`src/design/adpt_pkg.sv`:
```
package adpt_pkg;

    localparam int TABLE_DEPTH_DEF = 64;

    localparam int ADDR_W  = 48;
    localparam int SIG_W   = 8;
    localparam int KIND_W  = 3;
    localparam int RIDX_W  = 6;
    localparam int STAT_W  = 3;
    localparam int SLOT_W  = 6;
    localparam int ECNT_W  = 7;

    // event kinds up to this code mark the entry connectable
    localparam logic [KIND_W-1:0] KIND_CONN_MAX = 3'd1;

    typedef enum logic [1:0] {
        ACT_REPORT = 2'd0,
        ACT_CLEAR  = 2'd1,
        ACT_READ   = 2'd2
    } t_action;

    typedef enum logic [STAT_W-1:0] {
        ST_UPDATED  = 3'd0,
        ST_INSERTED = 3'd1,
        ST_DROPPED  = 3'd2,
        ST_CLEARED  = 3'd3,
        ST_READ_OK  = 3'd4,
        ST_RANGE    = 3'd5
    } t_status;

    typedef struct packed {
        logic [1:0]              action;
        logic [ADDR_W-1:0]       address;
        logic signed [SIG_W-1:0] signal;
        logic [KIND_W-1:0]       event_kind;
        logic [RIDX_W-1:0]       read_index;
    } t_item;

    typedef struct packed {
        logic [STAT_W-1:0]       status;
        logic [SLOT_W-1:0]       slot;
        logic [ADDR_W-1:0]       entry_address;
        logic signed [SIG_W-1:0] peak_signal;
        logic                    is_connectable;
        logic [ECNT_W-1:0]       entry_count;
    } t_result;

    // query word walking the cell row, with the answer it picks up
    typedef struct packed {
        logic [1:0]              action;
        logic [ADDR_W-1:0]       addr;
        logic signed [SIG_W-1:0] sig;
        logic [KIND_W-1:0]       kind;
        logic [RIDX_W-1:0]       ridx;
        logic                    hit;
        logic [STAT_W-1:0]       status;
        logic [SLOT_W-1:0]       slot;
        logic [ADDR_W-1:0]       res_addr;
        logic signed [SIG_W-1:0] res_peak;
        logic                    res_conn;
    } t_token;

endpackage

```
`src/design/adpt_cell.sv`:
```
module adpt_cell #(
    parameter int INDEX = 0,
    parameter int CNT_W = 7
) (
    input  logic                 i_clk,
    input  logic                 i_rst_n,
    input  logic                 i_valid,
    input  adpt_pkg::t_token     i_tok,
    input  logic [CNT_W-1:0]     i_count,
    output logic                 o_valid,
    output adpt_pkg::t_token     o_tok
);

    logic [adpt_pkg::ADDR_W-1:0]       r_addr, n_addr;
    logic signed [adpt_pkg::SIG_W-1:0] r_peak, n_peak;
    logic                              r_conn, n_conn;
    logic                              r_valid;
    adpt_pkg::t_token                  r_tok, n_tok;

    logic in_use;
    logic is_conn;
    logic take_sig;

    always_comb begin
        in_use   = CNT_W'(INDEX) < i_count;
        is_conn  = i_tok.kind <= adpt_pkg::KIND_CONN_MAX;
        take_sig = (i_tok.sig > r_peak) || (r_peak == '0);
        n_tok    = i_tok;
        n_addr   = r_addr;
        n_peak   = r_peak;
        n_conn   = r_conn;
        if (i_valid && !i_tok.hit) begin
            if (i_tok.action == adpt_pkg::ACT_REPORT) begin
                if (in_use && r_addr == i_tok.addr) begin
                    n_peak = take_sig ? i_tok.sig : r_peak;
                    n_conn = r_conn | is_conn;
                    n_tok.hit    = 1'b1;
                    n_tok.status = adpt_pkg::ST_UPDATED;
                end else if (CNT_W'(INDEX) == i_count) begin
                    // append: the new entry takes the report's address, signal and connectable mark
                    n_addr = i_tok.addr;
                    n_peak = i_tok.sig;
                    n_conn = is_conn;
                    n_tok.hit    = 1'b1;
                    n_tok.status = adpt_pkg::ST_INSERTED;
                end
            end else if (i_tok.action == adpt_pkg::ACT_READ) begin
                if (in_use && 32'(i_tok.ridx) == INDEX) begin
                    n_tok.hit    = 1'b1;
                    n_tok.status = adpt_pkg::ST_READ_OK;
                end
            end
            if (n_tok.hit) begin
                n_tok.slot     = adpt_pkg::SLOT_W'(INDEX);
                n_tok.res_addr = n_addr;
                n_tok.res_peak = n_peak;
                n_tok.res_conn = n_conn;
            end
        end
    end

    always_ff @(posedge i_clk) begin
        if (!i_rst_n) begin
            r_valid <= 1'b0;
        end else begin
            r_valid <= i_valid;
        end
    end

    always_ff @(posedge i_clk) begin
        r_tok  <= n_tok;
        r_addr <= n_addr;
        r_peak <= n_peak;
        r_conn <= n_conn;
    end

    assign o_valid = r_valid;
    assign o_tok   = r_tok;

endmodule

```
`config.mk`:
```
export PLATFORM = sky130hd
export DESIGN_NAME = adpt_cell
export DESIGN_NICKNAME = d
export VERILOG_FILES = /design/src/design/adpt_pkg.sv /design/src/design/adpt_cell.sv
export SDC_FILE = /design/constraint.sdc
export NUM_CORES = 1
export LEC_CHECK = 0
export BUFFER_PORTS_ARGS = -buffer_cell sky130_fd_sc_hd__buf_2
export CAP_MARGIN = 20
export CORE_MARGIN = 2
export CORE_UTILIZATION = 49
export DETAILED_ROUTE_END_ITERATION = 10
export GPL_ROUTABILITY_DRIVEN = 0
export HOLD_SLACK_MARGIN = 0.08
export PLACE_DENSITY_LB_ADDON = 0.1
export REMOVE_ABC_BUFFERS = 1
export SKIP_LAST_GASP = 1
export SYNTH_ARGS = -nofsm -noshare
export SYNTH_HDL_FRONTEND = slang
export SYNTH_SLANG_ARGS = --single-unit
```
`constraint.sdc`:
```
create_clock -name i_clk -period 5 [get_ports i_clk]
set_input_delay 0.5 -clock i_clk [delete_from_list [all_inputs] [get_ports i_clk]]
set_output_delay 0.5 -clock i_clk [all_outputs]
set_load 0.01 [all_outputs]
```
Word level (Yosys, flattened, before mapping):

Index checks and enable logic that the tools add are counted.

* latch bits: 0
* memory bits (read-only): 0
* output and inout port bits: 135
* bits in registers: 192
* logic and storage cells: 48
* memories kept: 0
* input port bits: 144
* memory bits (writable): 0

* divide/modulo/power cells: 0
* reductions and logical operators: 9
* add/subtract/negate cells: 0
* mux-type cells: 18
* order comparisons: 3
* shift operators: 0
* equal/unequal tests: 2
* bitwise operators: 1
* $mul: 0

Operator list (number)
* 48-bit 2-to-1 mux: 3
* 67-bit 2-to-1 mux: 1
* 63-bit 2-to-1 mux: 1
* 48-bit equality test: 1
* 8-bit 2-to-1 mux: 4
* 4-bit 2-to-1 mux: 6
* 8-bit > comparator: 1
* 8-bit zero test: 1
* 7-bit zero test: 1
* 1-bit by 7-bit < comparator with 1-bit output (first input constant): 1
* 6-bit zero test: 1
* 3-bit by 1-bit <= comparator with 1-bit output (second input constant): 1
* 1-bit logical AND: 3
* 1-bit 2-to-1 mux: 3
* 2-bit equality test (second input constant): 1
* 2-bit zero test: 1
* 1-bit zero test: 1
* 1-bit logical OR: 1
* 1-bit bitwise OR: 1

Longest topological paths before layout:

Gate-level depths: netlist of the first run.

* depth in word-level cells: 8
* depth in mapped cells: 9
* mapped depth without buffers: 9

Least setup slack after synthesis of the first run:

Ideal clock, no wire load.

* path kind: input to register
* start: input port i_tok[66] (netlist name)
* end: register r_tok, in the netlist o_tok[15]
* data required time: 4.879 ns
* cell stages on the path: 7
* setup slack: 0.556 ns
* path buffers: 2
* setup time: 0.121 ns
* arrival time: 4.323 ns
* cell sequence: nor2b_1 -> nand2_1 -> nor3_1 -> a21o_1 -> buf_6 -> buf_12 -> mux2_4

RTL lines
* from (decl): line adpt_cell.sv:8 `input adpt_pkg::t_token i_tok,`
* to (signal assigned): line adpt_cell.sv:71 `r_tok <= n_tok;`
* to (decl): line adpt_cell.sv:18 `adpt_pkg::t_token r_tok, n_tok;`

==> impl_table.tex, run 1 <==
\begin{tabular}{lr}
\hline
Metric & Value \\
\hline
\multicolumn{2}{l}{\textbf{Status}} \\
Run status & completed \\
\multicolumn{2}{l}{\textbf{Cells and area}} \\
Storage element area & about 0.0044 sq mm \\
Fin nets & about 900 \\
Commonest non-fill, non-tap cell in the layout & buf\_2 \\
Fillers & around 1200 \\
Multi-input logic area & 0.00259 sq mm \\
Final core utilization & between 60 and 70\% \\
Share of layout cells above drive strength 1 & 56.1\% \\
Signed area change from the synthesized netlist to the final layout & 28.3\% \\
Non-Filler Cell Area, Final & $\sim$0.0093 sq mm \\
Top library cells by usage in the layout, fill and taps aside & 278 x buf\_2, 135 x dfxtp\_1, 96 x mux2\_4 \\
\multicolumn{2}{l}{\textbf{Clock network}} \\
Count of cells resized by post-cts repair & 0 \\
Register clock-pin slew on the reported worst setup and hold paths & around 0.070 ns \\
Hold Buf Count CTS & 0 \\
Total clock buffers created by CTS & 17 \\
Max Root-Sink Buffers & 2 \\
Maximum level of the CTS H-tree & 4 \\
\# Post-CTS Setup Buffers & 0 \\
Cell at the root of the clock tree & clkbuf\_16 \\
Insertion delay of the later-clocked pin in the worst-skew pair & roughly 0.42 ns \\
Clock sink count & between 150 and 200 \\
Clock tree from TritonCTS & done \\
\multicolumn{2}{l}{\textbf{Worst setup path}} \\
Kind of launch point of the worst setup path & flop \\
Startpoint of the worst-slack reg-to-reg timing path & r\_addr[10] \\
Data required time at the worst endpoint & between 5 and 6 ns \\
Internal reg-to-reg setup slack & $\sim$1.8 ns \\
Capture instance of the worst register-to-register path & o\_tok[7] \\
Critical path fanouts, max & between 60 and 70 \\
Nature of the critical path endpoint & flop \\
Crit Path Class & reg -> reg \\
Data arrival, critical path & approximately 3.5 ns \\
R2r worst-path depth & 7 \\
\multicolumn{2}{l}{\textbf{Detailed routing}} \\
Wirelength per Cell & roughly 17 um \\
Router iterations before antenna repair & 4 \\
Detailed-route via count & 4536 \\
Remaining number of nets flagged by the antenna check after routing & 0 \\
Drt initial violations & about 210 \\
Drt via density & 4.80 \\
Routed Wire Length & 15700 um \\
Final routed DRC violation total & 0 \\
\multicolumn{2}{l}{\textbf{STA}} \\
Final Hold Vio Count & 0 \\
RSZ-0062 raised after global routing & false \\
Total setup violations reported at the end of the flow & 0 \\
Final Max Tran Viols & 0 \\
Period Utilization, post-route & 64.0\% \\
Worst relative slew slack & between 20\% and 30\% \\
Skew final & around 0.0077 ns \\
Slew @ Worst Pin & $\sim$1.1 ns \\
Highest achievable clock rate & between 0.3 and 0.4 GHz \\
Post-route minimum period & approximately 3.2 ns \\
\multicolumn{2}{l}{\textbf{Placed design}} \\
Sum of net half-perimeters after detailed placement & around 12000 um \\
Port Buffers & about 280 \\
Cell Area, Placed & 0.00871 sq mm \\
\multicolumn{2}{l}{\textbf{Global route}} \\
Number of global-route vias before repair & around 4800 \\
Congestion Overflow GR & 0 \\
Pin count of the biggest net entering global routing & between 60 and 70 \\
Antenna violations before repair & 1 \\
GRT Util Overall & roughly a fifth \\
Global-route wire length before repair & 24200 um \\
\multicolumn{2}{l}{\textbf{Worst hold path}} \\
Hold depth & 1 \\
Hold Crit Start & i\_tok[73] \\
Hold Path End & o\_tok[73] \\
Path class of the lowest-slack min-delay path & in -> reg \\
\multicolumn{2}{l}{\textbf{Yosys}} \\
Top cells by area in the synthesized netlist & dfxtp\_1 37\%, edfxtp\_1 24\%, mux2\_4 20\%, xnor2\_1 5.8\%, mux2\_2 2.5\% \\
Sequential cell area fraction in the yosys report & 61.1\% \\
Number of flops mapped to enable cells by yosys & 57 \\
Combined area of all synthesized cells & between 0.007 and 0.008 sq mm \\
Total of flip-flops plus latches after synthesis & 192 \\
Top flip-flop cell by instance count after synthesis & dfxtp\_1 \\
Average cell area after synthesis & about 16 sq um \\
Netlist cell types & 38 \\
Share of the synthesized area in the top cell type & between 30\% and 40\% \\
Synth warn & 0 \\
Proportion of synthesized flip-flops having asynchronous set or reset & 0\% \\
Number of instances in the synthesized netlist & 459 \\
Cell taking the most area after synthesis & dfxtp\_1 \\
\multicolumn{2}{l}{\textbf{Floorplanning}} \\
Die extent in x & between 100 and 150 um \\
Site row count & 44 \\
Starting Density & 49.9\% \\
Die area & 0.0157 sq mm \\
Height of the chip & roughly 130 um \\
Area of the placeable core & between 0.01 and 0.015 sq mm \\
Number of I/O pins & roughly 280 \\
\multicolumn{2}{l}{\textbf{Pwr}} \\
Total power divided by cell area & 353 mW/mm\^{}2 \\
Worst vdd rail ir drop & about 0.20 mV \\
Pleak & 4.28 nW \\
\multicolumn{2}{l}{\textbf{Flow run}} \\
Reported max-cap violation count & 0 \\
\hline
\end{tabular}
## state kept, by name (all words and copies together), names as in the netlist
| signal | flops |
|---|---|
| r_addr | 48 |
| o_valid | 1 |
| o_tok | 134 |
| r_peak | 8 |
| r_conn | 1 |
## worst max path at each step
stage / from / end / slack [ns] / cells after the start
2_1_floorplan: i_tok[66] / o_tok[0] / -1.04 / 5
3_3_place_gp: i_tok[94] / o_tok[5] / 1.42 / 8
3_5_place_dp: i_tok[94] / o_tok[0] / 1.52 / 8
4_1_cts: r_addr[10] / o_tok[0] / 1.73 / 7
5_1_grt: r_addr[10] / o_tok[7] / 1.62 / 7
6_report: r_addr[10] / o_tok[7] / 1.80 / 7
## Yosys cell counts, types with 3 or more instances
| master | instances |
|---|---|
| mux2_2 | 16 |
| nand2_1 | 4 |
| nor3_1 | 4 |
| inv_1 | 17 |
| nor2b_1 | 3 |
| edfxtp_1 | 57 |
| a21o_1 | 3 |
| nor2_1 | 12 |
| dfxtp_1 | 135 |
| nand4_1 | 16 |
| buf_6 | 7 |
| nor4_1 | 3 |
| ha_1 | 8 |
| mux2_4 | 96 |
| xnor2_1 | 48 |
| buf_12 | 4 |
## report_power, final
part,switching [W],internal (W)
Clock,0.000566,0.000709
Combinational,0.000138,0.000160
Sequential,0.0000240,0.00168
## cell type report
cell class,count,area share [%]
Timing Repair Buffer,280,15.2
Tap cell,184,2.48
Multi-Input combinational cell,238,28.0
Sequential cell,192,47.6
Clock buffer,24,5.44
Inverter,17,0.688
Clock inverter,8,0.553
Antenna cell,2,0.0540
## critical path: stages (launching register included)
cell and delay, ns:
edfxtp_1 0.41, xnor2_1 0.19, nand4_1 0.14, nor4_1 0.62, nand3_1 0.21, nand2b_1 0.21
a21o_4 0.88, mux2_2 0.41
## metrics by stage
step | hold slack (ns) | total power, W | setup TNS [ns] | cells | setup WS, ns
2_1_floorplan | 0.528 | 0.00188 | -59.93 | 447 | -1.04
3_3_place_gp | 0.585 | 0.00203 | 0 | 911 | 1.42
3_5_place_dp | 0.584 | 0.00204 | 0 | 911 | 1.52
4_1_cts | 0.162 | 0.00331 | 0 | 943 | 1.73
5_1_grt | 0.156 | 0.00341 | 0 | 943 | 1.62
6_report | 0.180 | 0.00328 | 0 | 945 | 1.80
## metal layers
metal | GRT usage [%] | vias to the layer above | part of all wire (%)
li1 | - | 2210 | -
met5 | 0 | - | 0
met1 | 22.9 | 2133 | 41
met4 | 6.73 | 0 | 1.7
met3 | 6.72 | 21 | 7.0
met2 | 34.8 | 172 | 50
## cell families after synthesis
group | Yosys count | share of synthesized area (%)
simple gates | 56 | 4.68
compound gates | 14 | 1.37
buf+inv | 29 | 3.19
xor+xnor | 48 | 5.82
mux | 112 | 22.4
flops | 192 | 61.1
fa+ha+maj | 8 | 1.39
(Power assumes the default switching activity.)
==> inputs of run 2 (changes only) <==
clock period = 3.1 ns   (was 5 ns; I/O delays follow)
==> run 2 against run 1 <==
  * Utilization up 6.3 points
  * Critical path type is now in -> reg
  * Wire length rose by 6.2%
  * Clock-buffer cell count fell by 7
  * Global-route usage increased by 1.5 points
  * Sequential share of layout area decreased by 4.3 points
  * Combinational power increased by 87%
  * Final cell count up 7.7%
  * Via count grew 7.6%
  * Highest routed layer unchanged
  * Critical path depth is 2 higher
  * Die area is the same
  * Clock skew increased by 0.0039 ns
  * Sequential power up 62%
==> impl_table.tex, run 2 (synthesis gave the netlist of run 1 again) <==
\begin{tabular}{lr}
\hline
Metric & Value \\
\hline
\multicolumn{2}{l}{\textbf{Clock network}} \\
Total clock buffers created by CTS & 17 (unchanged) \\
Maximum level of the CTS H-tree & 4 (unchanged) \\
Clock sink count & 192 (unchanged) \\
Insertion delay of the later-clocked pin in the worst-skew pair & 0.42 ns (about the same) \\
Clock tree from TritonCTS & done (unchanged) \\
Cell at the root of the clock tree & clkbuf\_16 (unchanged) \\
\# Post-CTS Setup Buffers & 0 (unchanged) \\
Max Root-Sink Buffers & 2 (unchanged) \\
Register clock-pin slew on the reported worst setup and hold paths & 0.07 ns (about the same) \\
\multicolumn{2}{l}{\textbf{Worst setup path}} \\
Capture instance of the worst register-to-register path & o\_tok[2] (was o\_tok[7]) \\
Kind of launch point of the worst setup path & input port (was flop) \\
Crit Path Class & in -> reg (was reg -> reg) \\
R2r worst-path depth & 7 (unchanged) \\
Startpoint of the worst-slack reg-to-reg timing path & r\_addr[10] (unchanged) \\
Data arrival, critical path & 3.25 ns (was 3.51 ns) \\
Internal reg-to-reg setup slack & 0.34 ns (was 1.80 ns) \\
Data required time at the worst endpoint & 3.42 ns (was 5.31 ns) \\
Nature of the critical path endpoint & flop (unchanged) \\
Critical path fanouts, max & 7 (was 65) \\
\multicolumn{2}{l}{\textbf{Cells and area}} \\
Fin nets & 974 (was 898) \\
Number of standard cells in the final layout excluding fillers & 1018 (was 945) \\
Multi-input logic area & 0.00260 sq mm (was 0.00259 sq mm) \\
Final antenna diode count & 0 (was 2) \\
Non-Filler Cell Area, Final & 0.0102 sq mm (was 0.00927 sq mm) \\
Max FFs per register & 134 (unchanged) \\
Commonest non-fill, non-tap cell in the layout & buf\_2 (unchanged) \\
Share of layout cells above drive strength 1 & 52.2\% (was 56.1\%) \\
Storage element area & 0.00441 sq mm (unchanged) \\
Signed area change from the synthesized netlist to the final layout & 41.0\% (was 28.3\%) \\
Top library cells by usage in the layout, fill and taps aside & 278 x buf\_2, 135 x dfxtp\_1, 96 x mux2\_4 (unchanged) \\
Fillers & 1027 (was 1175) \\
\multicolumn{2}{l}{\textbf{Floorplanning}} \\
Die area & 0.0157 sq mm (unchanged) \\
Area of the placeable core & 0.0145 sq mm (unchanged) \\
Site row count & 44 (unchanged) \\
Starting Density & 49.9\% (unchanged) \\
Die extent in x & 125 um (unchanged) \\
Height of the chip & 125 um (unchanged) \\
Number of I/O pins & 279 (unchanged) \\
\multicolumn{2}{l}{\textbf{Detailed routing}} \\
Routed Wire Length & 16600 um (was 15700 um) \\
Detailed-route via count & 4880 (was 4536) \\
Drt via density & 4.79 (was 4.80) \\
Remaining number of nets flagged by the antenna check after routing & 0 (unchanged) \\
Final routed DRC violation total & 0 (unchanged) \\
Drt initial violations & 224 (was 209) \\
Wirelength per Cell & 16.3 um (was 16.6 um) \\
Router iterations before antenna repair & 4 (unchanged) \\
\multicolumn{2}{l}{\textbf{Global route}} \\
Congestion Overflow GR & 0 (unchanged) \\
GRT Util Overall & 21.4\% (was 19.9\%) \\
Antenna violations before repair & 1 (unchanged) \\
Number of global-route vias before repair & 5266 (was 4758) \\
Pin count of the biggest net entering global routing & 45 (was 66) \\
Global-route wire length before repair & 26200 um (was 24200 um) \\
\multicolumn{2}{l}{\textbf{Flow run}} \\
Reported max-cap violation count & 0 (unchanged) \\
\multicolumn{2}{l}{\textbf{Placed design}} \\
Number of instances in the placed design & 916 (was 911) \\
Port Buffers & 278 (unchanged) \\
Cell Area, Placed & 0.00878 sq mm (was 0.00871 sq mm) \\
Sum of net half-perimeters after detailed placement & 11500 um (was 11600 um) \\
\multicolumn{2}{l}{\textbf{STA}} \\
Worst relative slew slack & 61.8\% (was 26.6\%) \\
RSZ-0062 raised after global routing & false (unchanged) \\
Post-route minimum period & roughly 2.9 ns \\
Worst Hold Margin & 0.0931 ns (was 0.180 ns) \\
Slew @ Worst Pin & 0.567 ns (was 1.10 ns) \\
Highest achievable clock rate & approximately 0.34 GHz \\
Skew final & 0.0115 ns (was 0.00766 ns) \\
Final Max Tran Viols & 0 (unchanged) \\
Period Utilization, post-route & 94.6\% \\
Total setup violations reported at the end of the flow & 0 (unchanged) \\
Final Hold Vio Count & 0 (unchanged) \\
Final setup TNS & 0 ns (unchanged) \\
\multicolumn{2}{l}{\textbf{Worst hold path}} \\
Hold Crit Start & i\_tok[62] (was i\_tok[73]) \\
Hold Path End & o\_tok[62] (was o\_tok[73]) \\
Hold depth & 3 (was 1) \\
Path class of the lowest-slack min-delay path & in -> reg (unchanged) \\
\multicolumn{2}{l}{\textbf{Pwr}} \\
Pleak & 4.68 nW (was 4.28 nW) \\
Total power divided by cell area & 572 mW/mm\^{}2 (was 353 mW/mm\^{}2) \\
Worst vdd rail ir drop & 0.320 mV (was 0.203 mV) \\
Power Total & 0.00583 W (was 0.00328 W) \\
\multicolumn{2}{l}{\textbf{Status}} \\
Run status & completed (unchanged) \\
\hline
\end{tabular}
run 2: cell count changes in the layout (fill, tap and decap cells not counted), moves of 3 or more:
cell | before | now
buf_12 | 0 | 3
bufinv_16 | 0 | 7
dlygate4sd3_1 | 0 | 71
clkbuf_1 | 4 | 0
run 2: what timing repair did:
item                       CTS  global route
resized for setup            0             1
setup endpoints to repair    0             1
hold endpoints to repair    71             0
hold buffers                71             0
run 2: area by class of cell:
cell class | count | area share [%]
clock inverter | 14 | 2.53
tap | 184 | 2.26
multi-input combinational | 238 | 25.5
clock buffer | 17 | 4.18
sequential | 192 | 43.3
inverter | 17 | 0.627
timing repair buffer | 356 | 21.5
run 2: worst max path at each step:
stage / startpoint / to / cells after the start
after detailed placement: i_tok[94] / o_tok[2] / 8
after global routing: i_tok[104] / o_tok[19] / 11
after floorplan: i_tok[66] / o_tok[0] / 5
after CTS: i_tok[104] / o_tok[3] / 10
after global placement: i_tok[115] / o_tok[2] / 9
final: i_tok[94] / o_tok[2] / 9
run 2: critical path: stages:
cell           delay (ns)
dlygate4sd3_1        0.53
buf_2                0.15
xnor2_1              0.24
nand4_1              0.15
nor4_1               0.56
nand4_1              0.32
o21ai_4              0.34
mux2_2               0.39
mux2_2               0.26
run 2: layer usage:
layer  vias up  track usage [%]  part of all wire, %
met4         0             8.56                  1.9
met3        24             6.38                  6.1
met5         -                0                    0
met1      2317             24.1                   42
li1       2355                -                    -
met2       184             38.1                   50
run 2: per-stage QoR:
stage          util [%]  setup WS [ns]
2_1_floorplan         -          -2.75
3_3_place_gp       60.7          0.269
3_5_place_dp       60.7          0.248
4_1_cts            70.3          0.137
5_1_grt            70.3         0.0470
6_report           70.3          0.169
run 2: where the power goes:
part	leakage [nW]	internal, W	switching, W
combinational	2.67	0.000317	0.000239
sequential	1.67	0.00271	0.0000395
clock	0.338	0.00159	0.000928
total	4.68	0.00462	0.00121
==> inputs of run 3 (changes only) <==
ABC_AREA = 1   (was not set)
PLACE_DENSITY_LB_ADDON = 0.05   (was 0.1)
==> run 3 against run 2 <==
  * Power fell by 4.2%
  * Sequential share of layout area fell by 2.7 points
  * Global-route usage rose by 2.5 points
  * Synthesized cell count rose by 75%
  * First-iteration DRC count rose by 66%
  * Combinational power rose by 15%
  * Register-to-register slack improved by 0.25 ns
  * Utilization rose by 1.9 points
  * Fmax rose by 11%
  * Clock-buffer cell count rose by 8
  * Wire length rose by 15%
  * Flip-flop and latch count did not move
==> impl_table.tex, run 3 <==
\begin{tabular}{lr}
\hline
Metric & Value \\
\hline
\multicolumn{2}{l}{\textbf{Status}} \\
Run status & completed (unchanged) \\
\multicolumn{2}{l}{\textbf{Clock network}} \\
Cell at the root of the clock tree & clkbuf\_16 (unchanged) \\
Count of cells resized by post-cts repair & 0 (unchanged) \\
Maximum level of the CTS H-tree & 4 (unchanged) \\
Clock tree from TritonCTS & done (unchanged) \\
Max Root-Sink Buffers & 2 (unchanged) \\
Total clock buffers created by CTS & 17 (unchanged) \\
Insertion delay of the later-clocked pin in the worst-skew pair & 0.44 ns (was 0.42 ns) \\
Clock sink count & 192 (unchanged) \\
Register clock-pin slew on the reported worst setup and hold paths & 0.06 ns (was 0.07 ns) \\
\multicolumn{2}{l}{\textbf{Worst setup path}} \\
Slowest cell on the critical path & buf\_4 (was nor4\_1) \\
Crit. path cell count & 14 (was 9) \\
Number of buffer and inverter instances along the worst setup path & 3 (was 2) \\
Data required time at the worst endpoint & 3.47 ns (was 3.42 ns) \\
Delay of the slowest critical-path stage & 0.60 ns (was 0.56 ns) \\
Kind of launch point of the worst setup path & input port (unchanged) \\
Internal reg-to-reg setup slack & 0.59 ns (was 0.34 ns) \\
Data arrival, critical path & 3.01 ns (was 3.25 ns) \\
Startpoint of the worst-slack reg-to-reg timing path & r\_addr[45] (was r\_addr[10]) \\
R2r worst-path depth & 14 (was 7) \\
Capture point of the critical path & o\_tok[17] (was o\_tok[2]) \\
First element of the critical path & i\_tok[94] (unchanged) \\
Nature of the critical path endpoint & flop (unchanged) \\
Worst path cell trace & dlygate4sd3\_1 -> buf\_2 -> xnor2\_1 -> nand2\_1 -> nor2\_1 -> nand2\_1 -> nor2\_2 -> nand3\_4 -> nand2\_2 -> nand3\_2 -> nand2\_2 -> buf\_4 -> nand2\_1 -> nand2\_1 (was dlygate4sd3\_1 -> buf\_2 -> xnor2\_1 -> nand4\_1 -> nor4\_1 -> nand4\_1 -> o21ai\_4 -> mux2\_2 -> mux2\_2) \\
Critical path fanouts, max & 64 (was 7) \\
Cell repeated most along the worst path & nand2\_1 \\
CP delay by family, top & buffers and inverters (was simple AND/OR/NAND/NOR gates) \\
Crit Path Class & in -> reg (unchanged) \\
Capture instance of the worst register-to-register path & o\_tok[17] (was o\_tok[2]) \\
\multicolumn{2}{l}{\textbf{Global route}} \\
GRT Util Overall & 23.9\% (was 21.4\%) \\
Antenna violations before repair & 0 (was 1) \\
Pin count of the biggest net entering global routing & 65 (was 45) \\
Congestion Overflow GR & 0 (unchanged) \\
Number of global-route vias before repair & 6437 (was 5266) \\
Global-route wire length before repair & 30500 um (was 26200 um) \\
\multicolumn{2}{l}{\textbf{Flow run}} \\
Reported max-cap violation count & 0 (unchanged) \\
\multicolumn{2}{l}{\textbf{STA}} \\
RSZ-0062 raised after global routing & false (unchanged) \\
Worst relative slew slack & 47.6\% (was 61.8\%) \\
Post-route minimum period & 2.63 ns (was 2.93 ns) \\
Final Hold Vio Count & 0 (unchanged) \\
Slew @ Worst Pin & 0.785 ns (was 0.567 ns) \\
Period Utilization, post-route & 85.0\% (was 94.6\%) \\
Skew final & 0.0111 ns (was 0.0115 ns) \\
Worst Hold Margin & 0.0979 ns (was 0.0931 ns) \\
Final Max Tran Viols & 0 (unchanged) \\
Highest achievable clock rate & 0.380 GHz (was 0.341 GHz) \\
Total setup violations reported at the end of the flow & 0 (unchanged) \\
\multicolumn{2}{l}{\textbf{Pwr}} \\
Total power divided by cell area & 514 mW/mm\^{}2 (was 572 mW/mm\^{}2) \\
Pleak & 5.44 nW (was 4.68 nW) \\
Worst vdd rail ir drop & 0.370 mV (was 0.320 mV) \\
\multicolumn{2}{l}{\textbf{Cells and area}} \\
Fillers & 1149 (was 1027) \\
Commonest non-fill, non-tap cell in the layout & nand2\_1 (was buf\_2) \\
Final antenna diode count & 0 (unchanged) \\
Max FFs per register & 134 (unchanged) \\
Top library cells by usage in the layout, fill and taps aside & 312 x nand2\_1, 278 x buf\_2, 135 x dfxtp\_1 (was 278 x buf\_2, 135 x dfxtp\_1, 96 x mux2\_4) \\
Final core utilization & 72.3\% (was 70.3\%) \\
Fin nets & 1366 (was 974) \\
Signed area change from the synthesized netlist to the final layout & 45.6\% (was 41.0\%) \\
Share of layout cells above drive strength 1 & 29.3\% (was 52.2\%) \\
\multicolumn{2}{l}{\textbf{Yosys}} \\
Total of flip-flops plus latches after synthesis & 192 (unchanged) \\
Count leader, synth & nand2\_1 (was dfxtp\_1) \\
Combined area of all synthesized cells & 0.00746 sq mm (was 0.00722 sq mm) \\
Number of flops mapped to enable cells by yosys & 57 (unchanged) \\
Top cells by area in the synthesized netlist & dfxtp\_1 36\%, edfxtp\_1 23\%, nand2\_1 16\%, inv\_1 4.1\%, mux2\_2 3.9\% (was dfxtp\_1 37\%, edfxtp\_1 24\%, mux2\_4 20\%, xnor2\_1 5.8\%, mux2\_2 2.5\%) \\
Top flip-flop cell by instance count after synthesis & dfxtp\_1 (unchanged) \\
Synth cell count leaders & 312 x nand2\_1, 135 x dfxtp\_1, 81 x inv\_1, 57 x edfxtp\_1, 32 x nor2\_1 (was 135 x dfxtp\_1, 96 x mux2\_4, 57 x edfxtp\_1, 48 x xnor2\_1, 17 x inv\_1) \\
Average cell area after synthesis & 9.30 sq um (was 15.7 sq um) \\
Proportion of synthesized flip-flops having asynchronous set or reset & 0\% (unchanged) \\
Share of the synthesized area in the top cell type & 36.2\% (was 37.4\%) \\
Netlist cell types & 31 (was 38) \\
Sequential cell area fraction in the yosys report & 59.2\% (was 61.1\%) \\
Cell taking the most area after synthesis & dfxtp\_1 (unchanged) \\
Synth warn & 0 (unchanged) \\
Number of instances in the synthesized netlist & 802 (was 459) \\
\multicolumn{2}{l}{\textbf{Placed design}} \\
Port Buffers & 278 (unchanged) \\
Sum of net half-perimeters after detailed placement & 11800 um (was 11500 um) \\
\multicolumn{2}{l}{\textbf{Detailed routing}} \\
Drt initial violations & 371 (was 224) \\
Detailed-route via count & 6478 (was 4880) \\
Router iterations before antenna repair & 4 (unchanged) \\
Final routed DRC violation total & 0 (unchanged) \\
Wirelength per Cell & 13.5 um (was 16.3 um) \\
Drt via density & 4.58 (was 4.79) \\
Routed Wire Length & 19100 um (was 16600 um) \\
Remaining number of nets flagged by the antenna check after routing & 0 (unchanged) \\
\multicolumn{2}{l}{\textbf{Floorplanning}} \\
Die extent in x & 127 um (was 125 um) \\
Number of I/O pins & 279 (unchanged) \\
Site row count & 45 (was 44) \\
Starting Density & 49.6\% (was 49.9\%) \\
Die area & 0.0162 sq mm (was 0.0157 sq mm) \\
Area of the placeable core & 0.0150 sq mm (was 0.0145 sq mm) \\
Height of the chip & 127 um (was 125 um) \\
\multicolumn{2}{l}{\textbf{Worst hold path}} \\
Path class of the lowest-slack min-delay path & in -> reg (unchanged) \\
Hold Crit Start & i\_tok[1] (was i\_tok[62]) \\
\hline
\end{tabular}
run 3: how the worst min path moves through the flow:
stage,to,slack (ns),cells after the start
after floorplan,o_tok[100],0.34,0
after global placement,o_tok[73],0.41,1
after detailed placement,o_tok[73],0.41,1
after CTS,o_tok[5],0.08,3
after global routing,o_tok[10],0.09,3
final,o_tok[1],0.1,3
run 3: repair_timing:
item,4_1_cts,5_1_grt
hold endpoints to repair,130,0
buffers inserted,0,0
endpoints found under the setup margin,0,0
hold buffers,131,0
run 3: cell type report:
type,count,area [sq um],share of cell area [%]
clock buffer,25,517,4.76
clock inverter,7,71.3,0.657
inverter,84,315,2.90
multi-input combinational,503,2540,23.4
sequential,192,4410,40.6
tap,188,235,2.17
timing repair buffer,416,2770,25.5
run 3: per-stage QoR:
stage | std cells | power [W] | TNS [ns] | instance area, sq um | setup slack (ns)
final | 1415 | 0.00558 | 0 | 10900 | 0.465
after global routing | 1415 | 0.00580 | 0 | 10900 | 0.234
after CTS | 1414 | 0.00562 | 0 | 10800 | 0.463
after detailed placement | 1251 | 0.00331 | 0 | 8940 | 0.556
after global placement | 1251 | 0.00330 | 0 | 8940 | 0.587
after floorplan | 779 | 0.00306 | -19.43 | 7270 | -0.344
run 3: cell families after synthesis:
group | count (synthesis) | share of synthesized area, %
xor+xnor | 31 | 3.64
mux | 31 | 4.93
buf+inv | 107 | 6.73
simple gates | 393 | 21.4
compound gates | 40 | 2.75
flops | 192 | 59.2
fa+ha+maj | 8 | 1.34
run 3: worst register-to-register path, cell delays in order, from the launching register on:
cell and delay (ns):
edfxtp_1 0.43, inv_1 0.08, nand2_1 0.06, nand2_1 0.06, nand2_1 0.06, nor2_1 0.12
nand2_1 0.12, nor2_2 0.18, nand3_4 0.17, nand2_2 0.12, nand3_2 0.08, nand2_2 0.09
buf_4 0.60, nand2_1 0.18, nand2_1 0.10
run 3: metal layers:
| layer | vias to the layer above | share of wire, % | GRT usage [%] |
|---|---|---|---|
| met2 | 189 | 51 | 43.3 |
| met3 | 26 | 5.4 | 5.44 |
| met4 | 0 | 2.0 | 8.92 |
| met1 | 2921 | 42 | 27.6 |
| li1 | 3342 | - | - |
| met5 | - | 0 | 0 |
run 3: power by group:
part | switching [W] | total, W | leakage [nW] | internal (W)
clock network | 0.000940 | 0.00219 | 0.294 | 0.00125
registers | 0.0000406 | 0.00275 | 1.67 | 0.00271
logic | 0.000307 | 0.000642 | 3.47 | 0.000334
total | 0.00129 | 0.00558 | 5.44 | 0.00429
